--- config.mk ---
export PLATFORM = sky130hd
export DESIGN_NAME = pose_velocity_acceleration_estimator
export DESIGN_NICKNAME = d
export VERILOG_FILES = /design/src/hdl/pvae_pkg.sv /design/src/hdl/pvae_rate_unit.sv /design/src/hdl/pose_velocity_acceleration_estimator.sv
export SDC_FILE = /design/constraint.sdc
export NUM_CORES = 2
export LEC_CHECK = 0
export BUFFER_PORTS_ARGS = -buffer_cell sky130_fd_sc_hd__buf_2
export CORE_MARGIN = 2
export CORE_UTILIZATION = 61
export CTS_BUF_LIST = sky130_fd_sc_hd__clkbuf_8 sky130_fd_sc_hd__clkbuf_16
export CTS_CLUSTER_DIAMETER = 150
export DETAILED_ROUTE_END_ITERATION = 10
export PLACE_DENSITY = 0.86
export SLEW_MARGIN = 20
export SYNTH_ARGS = -nofsm -noshare
export SYNTH_HDL_FRONTEND = slang
export SYNTH_SLANG_ARGS = --single-unit
--- constraint.sdc ---
create_clock -name clk_i -period 6 [get_ports clk_i]
set_input_delay 0.6 -clock clk_i [delete_from_list [all_inputs] [get_ports clk_i]]
set_output_delay 0.6 -clock clk_i [all_outputs]
set_load 0.05 [all_outputs]
--- src/hdl/pvae_pkg.sv ---
// Package with the shared widths and types of the pose rate estimator.
`timescale 1ns / 1ps
`default_nettype none
package pvae_pkg;

  // Width of the signed difference fed into the rate unit.
  localparam int unsigned NUM_W  = 33;
  // Width of the ticks-per-second register.
  localparam int unsigned TPS_W  = 30;
  // Width of the magnitude product of a difference and ticks per second.
  localparam int unsigned PROD_W = NUM_W + TPS_W;
  // Width of one rate.
  localparam int unsigned RATE_W = 32;
  // Number of rates per result.
  localparam int unsigned N_RATES = 6;

  // Reset value of ticks per second.
  localparam logic [TPS_W-1:0] TPS_RESET = TPS_W'(1000000);

  // Register indexes of the configuration port.
  localparam logic REG_TPS = 1'b0;

  typedef logic signed [RATE_W-1:0] rate_t;

  // Handshake between the sequencer and the rate unit.
  typedef struct packed {
    logic start;
  } md_req_t;

  typedef struct packed {
    logic busy;
    logic done;
  } md_rsp_t;

endpackage
`default_nettype wire

--- src/hdl/pvae_rate_unit.sv ---
// Bit-serial multiply and restoring divide unit producing one saturated rate.
`timescale 1ns / 1ps
`default_nettype none
module pvae_rate_unit import pvae_pkg::*; #(
  parameter int unsigned TIME_WIDTH = 32
) (
  input  wire logic                         clk_i,
  input  wire logic                         rst_ni,
  input  wire md_req_t                      req_i,
  input  wire logic signed [NUM_W-1:0]      num_i,
  input  wire logic signed [TIME_WIDTH-1:0] dt_i,
  input  wire logic [TPS_W-1:0]             tps_i,
  output md_rsp_t                           rsp_o,
  output rate_t                             rate_o
);

  localparam int unsigned CNT_W = $clog2(PROD_W + 1);

  typedef enum logic [2:0] {
    MD_IDLE = 3'b001,
    MD_MUL  = 3'b010,
    MD_DIV  = 3'b100
  } md_state_e;

  md_state_e               state_q;
  logic [CNT_W-1:0]        cnt_q;
  logic [NUM_W-1:0]        mcand_q;
  logic [TPS_W-1:0]        mplier_q;
  logic [PROD_W-1:0]       acc_q;
  logic [TIME_WIDTH-1:0]   dmag_q;
  logic [TIME_WIDTH-1:0]   rem_q;
  logic                    neg_q;
  logic                    done_q;
  rate_t                   rate_q;

  logic [NUM_W-1:0]        num_mag;
  logic [TIME_WIDTH-1:0]   dt_mag;
  logic [PROD_W-1:0]       acc_add;
  logic [TIME_WIDTH:0]     rem_sh;
  logic                    fits;
  logic [PROD_W-1:0]       q_fin;
  rate_t                   sat;

  // Operand magnitudes at start.
  assign num_mag = num_i[NUM_W-1] ? NUM_W'(-num_i) : NUM_W'(num_i);
  assign dt_mag  = dt_i[TIME_WIDTH-1] ? TIME_WIDTH'(-dt_i) : TIME_WIDTH'(dt_i);

  // One multiply step, most significant multiplier bit first.
  assign acc_add = {acc_q[PROD_W-2:0], 1'b0}
                 + (mplier_q[TPS_W-1] ? PROD_W'(mcand_q) : '0);

  // One restoring divide step.
  assign rem_sh = {rem_q, acc_q[PROD_W-1]};
  assign fits   = rem_sh >= {1'b0, dmag_q};

  // Quotient of the final step, then sign and saturation.
  assign q_fin = {acc_q[PROD_W-2:0], fits};
  always_comb begin
    if (neg_q) begin
      if (q_fin > PROD_W'(64'h8000_0000)) begin
        sat = {1'b1, {(RATE_W-1){1'b0}}};
      end else begin
        sat = rate_t'(-q_fin[RATE_W-1:0]);
      end
    end else begin
      if (q_fin > PROD_W'(64'h7FFF_FFFF)) begin
        sat = {1'b0, {(RATE_W-1){1'b1}}};
      end else begin
        sat = rate_t'(q_fin[RATE_W-1:0]);
      end
    end
  end

  // Sequencing of the multiply and divide passes.
  always_ff @(posedge clk_i or negedge rst_ni) begin
    if (!rst_ni) begin
      state_q  <= MD_IDLE;
      cnt_q    <= '0;
      done_q   <= 1'b0;
      mcand_q  <= '0;
      mplier_q <= '0;
      acc_q    <= '0;
      dmag_q   <= '0;
      rem_q    <= '0;
      neg_q    <= 1'b0;
      rate_q   <= '0;
    end else begin
      done_q <= 1'b0;
      unique case (state_q)
        MD_IDLE: begin
          if (req_i.start) begin
            mcand_q  <= num_mag;
            mplier_q <= tps_i;
            dmag_q   <= dt_mag;
            neg_q    <= num_i[NUM_W-1] ^ dt_i[TIME_WIDTH-1];
            acc_q    <= '0;
            cnt_q    <= CNT_W'(TPS_W - 1);
            state_q  <= MD_MUL;
          end
        end
        MD_MUL: begin
          acc_q    <= acc_add;
          mplier_q <= {mplier_q[TPS_W-2:0], 1'b0};
          if (cnt_q == '0) begin
            rem_q   <= '0;
            cnt_q   <= CNT_W'(PROD_W - 1);
            state_q <= MD_DIV;
          end else begin
            cnt_q <= cnt_q - 1'b1;
          end
        end
        MD_DIV: begin
          rem_q <= fits ? TIME_WIDTH'(rem_sh - {1'b0, dmag_q}) : rem_sh[TIME_WIDTH-1:0];
          acc_q <= q_fin;
          if (cnt_q == '0) begin
            rate_q  <= sat;
            done_q  <= 1'b1;
            state_q <= MD_IDLE;
          end else begin
            cnt_q <= cnt_q - 1'b1;
          end
        end
        default: state_q <= MD_IDLE;
      endcase
    end
  end

  assign rsp_o.busy = state_q != MD_IDLE;
  assign rsp_o.done = done_q;
  assign rate_o     = rate_q;

endmodule
`default_nettype wire

--- src/hdl/pose_velocity_acceleration_estimator.sv ---
// Top level: pose history, request sequencer, output register and register port.
// A request that is lost, first or with zero elapsed time goes straight to the
// output register; otherwise the single bit-serial rate unit computes six rates
// in turn, with 30 multiply steps and 63 divide steps per rate.
// A new request is taken once the previous one has moved into the output register.
// Reset is asynchronous and active low; it clears history and rates and loads
// ticks per second with one million.
`timescale 1ns / 1ps
`default_nettype none
module pose_velocity_acceleration_estimator import pvae_pkg::*; #(
  parameter int unsigned POS_WIDTH   = 32,
  parameter int unsigned ANGLE_WIDTH = 16,
  parameter int unsigned TIME_WIDTH  = 32
) (
  input  wire logic                   clk_i,
  input  wire logic                   rst_ni,
  // Configuration port.
  input  wire logic                   psel,
  input  wire logic                   penable,
  input  wire logic                   pwrite,
  input  wire logic [2:0]             paddr,
  input  wire logic [31:0]            pwdata,
  output logic [31:0]                 prdata,
  output logic                        pready,
  // Request channel.
  input  wire logic                   in_valid_i,
  output logic                        in_ready_o,
  input  wire logic                   present_i,
  input  wire logic [POS_WIDTH-1:0]   pos_x_i,
  input  wire logic [POS_WIDTH-1:0]   pos_y_i,
  input  wire logic [ANGLE_WIDTH-1:0] heading_i,
  input  wire logic [TIME_WIDTH-1:0]  timestamp_i,
  // Result channel.
  output logic                        out_valid_o,
  input  wire logic                   out_ready_i,
  output logic                        result_valid_o,
  output logic [31:0]                 out_x_o,
  output logic [31:0]                 out_y_o,
  output logic [15:0]                 out_heading_o,
  output logic [31:0]                 vel_x_o,
  output logic [31:0]                 vel_y_o,
  output logic [31:0]                 ang_vel_o,
  output logic [31:0]                 acc_x_o,
  output logic [31:0]                 acc_y_o,
  output logic [31:0]                 ang_acc_o
);

  typedef enum logic [2:0] {
    ST_IDLE = 3'b001,
    ST_RUN  = 3'b010,
    ST_EMIT = 3'b100
  } state_e;

  state_e                     state_q;
  logic [TPS_W-1:0]           tps_q;
  logic                       hist_q;
  logic                       lost_q;
  logic [TIME_WIDTH-1:0]      last_t_q;
  logic [POS_WIDTH-1:0]       last_x_q;
  logic [POS_WIDTH-1:0]       last_y_q;
  logic [ANGLE_WIDTH-1:0]     last_h_q;
  rate_t                      rates_q [N_RATES];
  rate_t                      new_q   [N_RATES];
  logic signed [NUM_W-1:0]    dx_q;
  logic signed [NUM_W-1:0]    dy_q;
  logic signed [NUM_W-1:0]    dh_q;
  logic signed [TIME_WIDTH-1:0] dt_q;
  logic [2:0]                 op_q;
  logic                       start_q;

  logic                       out_valid_q;
  logic                       res_valid_q;
  logic [31:0]                ox_q;
  logic [31:0]                oy_q;
  logic [15:0]                oh_q;
  rate_t                      orates_q [N_RATES];

  logic                       in_acc;
  logic                       cfg_wr;
  logic                       out_free;
  logic signed [TIME_WIDTH-1:0] dt_in;
  logic signed [POS_WIDTH:0]  dx_in;
  logic signed [POS_WIDTH:0]  dy_in;
  logic [ANGLE_WIDTH-1:0]     dh_in;
  logic [1:0]                 aidx;
  logic signed [NUM_W-1:0]    num;
  md_req_t                    md_req;
  md_rsp_t                    md_rsp;
  rate_t                      md_rate;
  logic [31:0]                h_ext;

  // Register port.
  assign pready = 1'b1;
  assign cfg_wr = psel && penable && pwrite && (paddr[2] == REG_TPS);
  assign prdata = (paddr[2] == REG_TPS) ? 32'(tps_q) : '0;

  // Request handshake and differences against the history.
  assign in_ready_o = state_q == ST_IDLE;
  assign in_acc     = in_valid_i && in_ready_o;
  assign dt_in      = TIME_WIDTH'(timestamp_i - last_t_q);
  assign dx_in      = (POS_WIDTH+1)'($signed(pos_x_i)) - (POS_WIDTH+1)'($signed(last_x_q));
  assign dy_in      = (POS_WIDTH+1)'($signed(pos_y_i)) - (POS_WIDTH+1)'($signed(last_y_q));
  assign dh_in      = heading_i - last_h_q;

  // Operand selection: pose differences first, then velocity differences.
  assign aidx = 2'(op_q - 3'd3);
  always_comb begin
    unique case (op_q)
      3'd0:    num = dx_q;
      3'd1:    num = dy_q;
      3'd2:    num = dh_q;
      default: num = NUM_W'(new_q[aidx]) - NUM_W'(rates_q[aidx]);
    endcase
  end

  assign md_req.start = start_q;

  pvae_rate_unit #(
    .TIME_WIDTH (TIME_WIDTH)
  ) u_rate (
    .clk_i  (clk_i),
    .rst_ni (rst_ni),
    .req_i  (md_req),
    .num_i  (num),
    .dt_i   (dt_q),
    .tps_i  (tps_q),
    .rsp_o  (md_rsp),
    .rate_o (md_rate)
  );

  assign out_free = !out_valid_q || out_ready_i;
  assign h_ext    = 32'(last_h_q);

  // Sequencer, history and output register.
  always_ff @(posedge clk_i or negedge rst_ni) begin
    if (!rst_ni) begin
      state_q     <= ST_IDLE;
      tps_q       <= TPS_RESET;
      hist_q      <= 1'b0;
      lost_q      <= 1'b0;
      last_t_q    <= '0;
      last_x_q    <= '0;
      last_y_q    <= '0;
      last_h_q    <= '0;
      dx_q        <= '0;
      dy_q        <= '0;
      dh_q        <= '0;
      dt_q        <= '0;
      op_q        <= '0;
      start_q     <= 1'b0;
      out_valid_q <= 1'b0;
      res_valid_q <= 1'b0;
      ox_q        <= '0;
      oy_q        <= '0;
      oh_q        <= '0;
      for (int i = 0; i < N_RATES; i++) begin
        rates_q[i]  <= '0;
        new_q[i]    <= '0;
        orates_q[i] <= '0;
      end
    end else begin
      start_q <= 1'b0;
      if (cfg_wr) begin
        tps_q <= pwdata[TPS_W-1:0];
      end
      // The emit state refills the output register itself.
      if (out_valid_q && out_ready_i && state_q != ST_EMIT) begin
        out_valid_q <= 1'b0;
      end
      unique case (state_q)
        ST_IDLE: begin
          if (in_acc) begin
            state_q <= ST_EMIT;
            lost_q  <= !present_i;
            if (!present_i) begin
              hist_q <= 1'b0;
            end else if (!hist_q || dt_in != '0) begin
              hist_q   <= 1'b1;
              last_t_q <= timestamp_i;
              last_x_q <= pos_x_i;
              last_y_q <= pos_y_i;
              last_h_q <= heading_i;
              dx_q     <= NUM_W'(dx_in);
              dy_q     <= NUM_W'(dy_in);
              dh_q     <= NUM_W'($signed(dh_in));
              dt_q     <= dt_in;
              if (!hist_q) begin
                for (int i = 0; i < N_RATES; i++) begin
                  rates_q[i] <= '0;
                end
              end else begin
                op_q    <= '0;
                start_q <= 1'b1;
                state_q <= ST_RUN;
              end
            end
          end
        end
        ST_RUN: begin
          if (md_rsp.done) begin
            new_q[op_q] <= md_rate;
            if (op_q == 3'(N_RATES - 1)) begin
              for (int i = 0; i < N_RATES - 1; i++) begin
                rates_q[i] <= new_q[i];
              end
              rates_q[N_RATES-1] <= md_rate;
              state_q <= ST_EMIT;
            end else begin
              op_q    <= op_q + 1'b1;
              start_q <= 1'b1;
            end
          end
        end
        ST_EMIT: begin
          if (out_free) begin
            out_valid_q <= 1'b1;
            res_valid_q <= !lost_q;
            ox_q        <= lost_q ? '0 : 32'($signed(last_x_q));
            oy_q        <= lost_q ? '0 : 32'($signed(last_y_q));
            oh_q        <= lost_q ? '0 : h_ext[15:0];
            for (int i = 0; i < N_RATES; i++) begin
              orates_q[i] <= lost_q ? '0 : rates_q[i];
            end
            state_q <= ST_IDLE;
          end
        end
        default: state_q <= ST_IDLE;
      endcase
    end
  end

  assign out_valid_o    = out_valid_q;
  assign result_valid_o = res_valid_q;
  assign out_x_o        = ox_q;
  assign out_y_o        = oy_q;
  assign out_heading_o  = oh_q;
  assign vel_x_o        = orates_q[0];
  assign vel_y_o        = orates_q[1];
  assign ang_vel_o      = orates_q[2];
  assign acc_x_o        = orates_q[3];
  assign acc_y_o        = orates_q[4];
  assign ang_acc_o      = orates_q[5];

  // The rate unit is idle whenever a new request may enter.
  a_idle_unit: assert property (@(posedge clk_i) disable iff (!rst_ni)
    in_ready_o |-> !md_rsp.busy)
    else $error("rate unit busy while accepting a request");

  // A finished rate only arrives while the sequencer is running.
  a_done_run: assert property (@(posedge clk_i) disable iff (!rst_ni)
    md_rsp.done |-> state_q == ST_RUN)
    else $error("rate finished outside the run state");

  // A lost-object result carries no rates; x velocity, angular velocity, y and angular acceleration are checked.
  a_lost_zero: assert property (@(posedge clk_i) disable iff (!rst_ni)
    (out_valid_o && !result_valid_o) |->
      (vel_x_o == '0 && ang_vel_o == '0 && acc_y_o == '0 && ang_acc_o == '0))
    else $error("lost result with non-zero rates");

  // The operation counter never passes the last rate.
  a_op_range: assert property (@(posedge clk_i) disable iff (!rst_ni)
    state_q == ST_RUN |-> op_q < 3'(N_RATES))
    else $error("operation counter out of range");

endmodule
`default_nettype wire
Yosys cells after proc, flatten, opt, wreduce, memory -nomap -nowiden
Index checks and enable logic that the tools add are counted.
W data, S select, Z words.

cells by class
  $add $sub $neg = 13
  multipliers = 0
  divide/modulo/power cells = 0
  $lt $le $gt $ge = 6
  eq/ne operators = 24
  shift operators = 0
  mux-type cells = 77
  bitwise gates (word level) = 4
  reduce and logical (&&, ||, !) cells = 35

operator list
  kind                    count
  $mux W192               6
  $mux W32                19
  $pmux W192 S2           1
  $bmux W32 S3            2
  $bwmux W192             1
  $pmux W63 S3            1
  $pmux W33 S3            1
  $sub A32 B32 Y33        3
  $demux W32 S3           1
  $mux W33                2
  $neg A32 Y32            2
  $pmux W32 S2            1
  $sub A32 B32 Y32        2
  $add A63 B63 Y63        1
  $gt A63 B31 Y1 const B  1
  $gt A63 B32 Y1 const B  1
  $mux W63                1
  $mux W30                2
  $pmux W30 S2            1
  $mux W3                 16
  $ge A33 B32 Y1          1
  $neg A33 Y33            1
  $reduce_bool A32 Y1     1
  $mux W6                 3
  34 further kinds        88

word-level totals
  bits in registers = 1156
  latch bits = 0
  bits in writable memories = 0
  ROM bits = 0
  logic and storage cells = 206
  memories kept = 0

Depth between registers and ports, before layout
  depth in word-level cells = 9
  gate-level depth with buffers = 26

Hierarchy
A second synthesis with hierarchy kept.

unflattened totals
  cell total of the unflattened synthesis = 6183
  area total of the unflattened synthesis = 60725.7 µm²

modules (own cells, without submodules)
  module                                times used  cells an instance  area each (µm²)  sequential area each (µm²)
  pose_velocity_acceleration_estimator  1           4266               44911.8          22306.4
  pvae_rate_unit                        1           1917               15813.9          5831.8

Least setup slack after synthesis
OpenSTA, ideal clock, no wires.

  path kind = reg2reg
  start = register op_q[0]
  end = register u_rate.mcand_q[30]
  arrival = 5.235 ns
  required time = 5.875 ns
  path slack = 0.640 ns
  stages on the path, launching flop included = 18
  cell sequence = dfrtp_1 > clkbuf_1 > buf_1 > buf_1 > mux4_2 > ha_1 > nor2b_1 > o31ai_1 > a21oi_1 > a31oi_1 > o21a_1 > o211ai_1 > a2111oi_2 > nand3_1 > nor4b_4 > a41oi_1 > xnor2_1 > mux2_2

between the ends
  word-level cells in the longest chain between the ends = 9

ends and longest elaborated chain
  element                                       RTL line                                     RTL
  from (decl)                                   pose_velocity_acceleration_estimator.sv:68   logic [2:0] op_q;
  from (signal assigned)                        pose_velocity_acceleration_estimator.sv:209  op_q <= op_q + 1'b1;
  $sub A2 B2 Y2                                 pose_velocity_acceleration_estimator.sv:106  assign aidx = 2'(op_q - 3'd3);
  $not A2 Y3 (not written as such)              pose_velocity_acceleration_estimator.sv:112  default: num = NUM_W'(new_q[aidx]) - NUM_W'(rates_q[aidx]);
  $bmux W32 S3                                  pose_velocity_acceleration_estimator.sv:112
  $mux W32 (not written as such) (2 in series)  pose_velocity_acceleration_estimator.sv:112
  $sub A32 B32 Y33                              pose_velocity_acceleration_estimator.sv:112
  $pmux W33 S3 (*)                              pose_velocity_acceleration_estimator.sv:108  unique case (op_q)
  $neg A33 Y33                                  pvae_rate_unit.sv:45                         assign num_mag = num_i[NUM_W-1] ? NUM_W'(-num_i) : NUM_W'(num_i);
  $mux W33 (*)                                  pvae_rate_unit.sv:45
  to (signal assigned)                          pvae_rate_unit.sv:92                         mcand_q <= num_mag;
  to (decl)                                     pvae_rate_unit.sv:27                         logic [NUM_W-1:0] mcand_q;

Every way passes the cells marked *; elsewhere a longest branch is shown, timed or not. The select of a mux whose other input is x is not followed.
A chain may end at the register's enable or synchronous reset.

Worst setup path in the final report
  start = register op_q[1]
  end = register u_rate.mcand_q[30]

Same word-level chain as after synthesis.

==> metrics.csv <==
metric;value;unit
root buffer cell;clkbuf_16;
MaxCap Viol Count;0;
commonest non-fill, non-tap cell in the layout;dfrtp_1;
die width;315;microns
crit-path cells;inv_1, ha_2, buf_4, buf_4, mux4_2, ha_1, nand4_1, nor2_1, inv_1, a211oi_1, nor2_1, o21ai_0, mux2i_1, nand3_1, nor4b_4, a41oi_1, xnor2_1, mux2_2;
CP endpoint kind;flip-flop;
H-Tree Level Count;3;
Core Region;96400;sq um
PwrDens;451;nW/um^2
CTS Buf Count;113;
synthesized area;59100;sq um
max layer used;met5;
Setup Crit Path Kind;reg2reg;
fillers;6929;
Max Slew Vio Count;0;
Avg Inst Size Synth;10.1;sq um
clock latency at the later pin of the worst-skew pair;0.77;ns
gpl congestion;0.960;
Metal-1 WL;66100;microns
initial antenna violation count;11;
Worst-Margin Slew;1.08;ns
critical path arrival;6.30;ns
Vias/cell;6.34;
residual DRC count;0;
Post-synth EDFFs;0;
Final setup violation count;0;
yosys warns;0;
peak supply drop;0.391;mV
DR iter-0 viols;5112;
slowest CP cell;dfrtp_1;
Max Freq;175;MHz
CP Data Required Time;6.61;ns
largest net degree at the start of global routing;223;
Initial Util;61.3;%
commonest cells after routing, fill and taps aside;dfrtp_1, nand2_1, o21ai_0, buf_2, mux2_2;
cell row count;114;
post-route cell area;66600;sq um
CTS clock-pin slew for the worst setup and hold paths;0.06;ns
Reg2Reg Setup Slack;0.30;ns
minimum clock period;5.70;ns
RSZ-0062 raised after global routing;false;
Total Wirelength;164000;microns
routed wl met2;77200;microns
setup_tns;0;ns
met3 WL;12800;microns
startpoint types;flip-flop;
Rel. slew slack;28.3;%
Mapped Cells;5830;
area post-placement;62400;sq um
Max FO, Critical Path;16;
Global Route Usage Sum;32.7;%
fraction of registers with async set/reset;100;%
Avg WL per Cell;21.9;microns
CTS tree;built;
deepest clock path buffer count;3;
I/O pins;463;
synthesized flop and latch total;1124;
sequential area share after synthesis;47.6;%
post-cts resize count;0;
CTS Sinks;1124;
final hold viol count;0;
GR Overflow Total;0;
PortBufs;455;
Yosys cell types;94;
antenna viol nets, final;0;
Layout area overhead;12.6;%
DP HPWL;113000;microns
drt first pass iters;6;
layout cells sized above 1;18.7;%
vias in the first global route;45800;
Hold Crit Class;in2reg;
die area;99500;sq um
fin crit share;95.0;%
Worst Clk Skew;0.0756;ns
slowest stage delay, CP;0.48;ns
# nets final;6502;
via count;47500;
global-route wire length before repair;257000;microns
Die Y;315;microns
Most used DFF post-synth;dfrtp_1;
LEAKAGE;0.0322;uW
status;completed;
==> worst max-delay path: cells and delay by family, from the launching register on <==
kind / cells / cell delay (ns)
and+or+nand+nor: 5 / 1.18
muxes: 3 / 1.13
adders and majority gates: 2 / 0.90
AOI/OAI and AO/OA: 3 / 0.88
buffers and inverters: 4 / 0.79
DFF: 1 / 0.48
xor gates and xnor gates: 1 / 0.19
==> repair_timing <==
| item | CTS | global route |
|---|---|---|
| endpoints found under the setup margin | 0 | 0 |
| hold buffers | 1 | 0 |
| endpoints found under the hold margin | 88 | 0 |
| buffers inserted | 0 | 0 |
==> through the flow <==
step                setup slack (ns)  std cells  hold slack (ns)  total power, uW  utilization (%)
floorplan                      0.640       5831            0.304            18800                -
global placement               0.583       7283            0.456            21800             64.7
detailed placement             0.511       7283            0.461            22100             64.7
CTS                            0.462       7497           0.0449            29900             69.0
global route                  0.0201       7501           0.0691            31600             69.1
finish                         0.302       7504           0.0796            30000             69.1
==> Yosys cell counts, drive strengths merged (70+ instances only) <==
cell       n  area (sq um)
dfrtp   1115         27900
nand2    717          2700
o21ai    570          2860
mux2     322          3630
clkbuf   283          1060
inv      254           953
nand2b   236          1480
ha       216          2700
a21oi    213          1070
a22o     209          1830
nor2     200           751
xor2     120          1050
a21o     118           886
o31ai    112           841
xnor2     96           841
nor3      88           445
nand3     71           360
buf       70           383
==> per-layer routing <==
metal  GRT usage [%]  up-vias
met5               0        -
met4            15.0       14
met3            5.31      393
met2            52.3     2064
met1            44.0    23600
li1                -    21500
==> cell families (layout without fill, tap and decap cells) <==
kind of cell	Yosys count	count (layout)	synth area share, %
buf+inv	607	998	4.06
other cells	2	9	0.0127
mux	398	398	8.77
fa+ha+maj	223	223	4.81
simple gates	1634	1634	13.4
compound gates	1626	1626	18.2
xor+xnor	216	216	3.20
flops	1124	1124	47.6
==> cell type report <==
| cell class | instances | area, sq um | share of cell area [%] |
|---|---|---|---|
| antenna | 6 | 15.0 | 0.0225 |
| clock buffer | 139 | 3190 | 4.78 |
| clock inverter | 74 | 951 | 1.43 |
| inverter | 254 | 953 | 1.43 |
| multi-input combinational | 4100 | 28700 | 43.1 |
| sequential | 1124 | 28100 | 42.3 |
| tap | 1276 | 1600 | 2.40 |
| timing repair buffer | 531 | 3040 | 4.57 |
==> worst paths after layout <==
path / cells past startpoint / to / start
min reg2reg: 1 / rates_q[58]$_DFFE_PN0P_ / new_q[58]$_DFFE_PN0P_
max reg2reg: 18 / u_rate.mcand_q[30]$_DFFE_PN0P_ / op_q[1]$_DFFE_PN0P_
max: 18 / u_rate.mcand_q[30]$_DFFE_PN0P_ / op_q[1]$_DFFE_PN0P_
min in group asynchronous: 2 / new_q[34]$_DFFE_PN0P_ / rst_ni
max in group asynchronous: 3 / out_y_o[25]$_DFFE_PN0P_ / rst_ni
min: 2 / last_y_q[8]$_DFFE_PN0P_ / pos_y_i[8]
==> power by group <==
| group | internal [uW] | leakage [uW] | switching (uW) | total [uW] |
|---|---|---|---|---|
| Combinational | 4430 | 0.0151 | 7710 | 12100 |
| Clock | 4490 | 0.00208 | 3210 | 7690 |
| Sequential | 9030 | 0.0150 | 1170 | 10200 |
| Total | 17900 | 0.0322 | 12100 | 30000 |
==> sequential cells by signal, summed over array words and instances (netlist names), 32 cells and up <==
signal          cells
rates_q           192
new_q             160
u_rate.acc_q       63
dx_q               33
dy_q               33
u_rate.mcand_q     33
acc_x_o            32
acc_y_o            32
ang_acc_o          32
ang_vel_o          32
dt_q               32
last_t_q           32
last_x_q           32
last_y_q           32
out_x_o            32
out_y_o            32
u_rate.dmag_q      32
u_rate.rate_o      32
u_rate.rem_q       32
vel_x_o            32
vel_y_o            32
(Power assumes the default switching activity.)
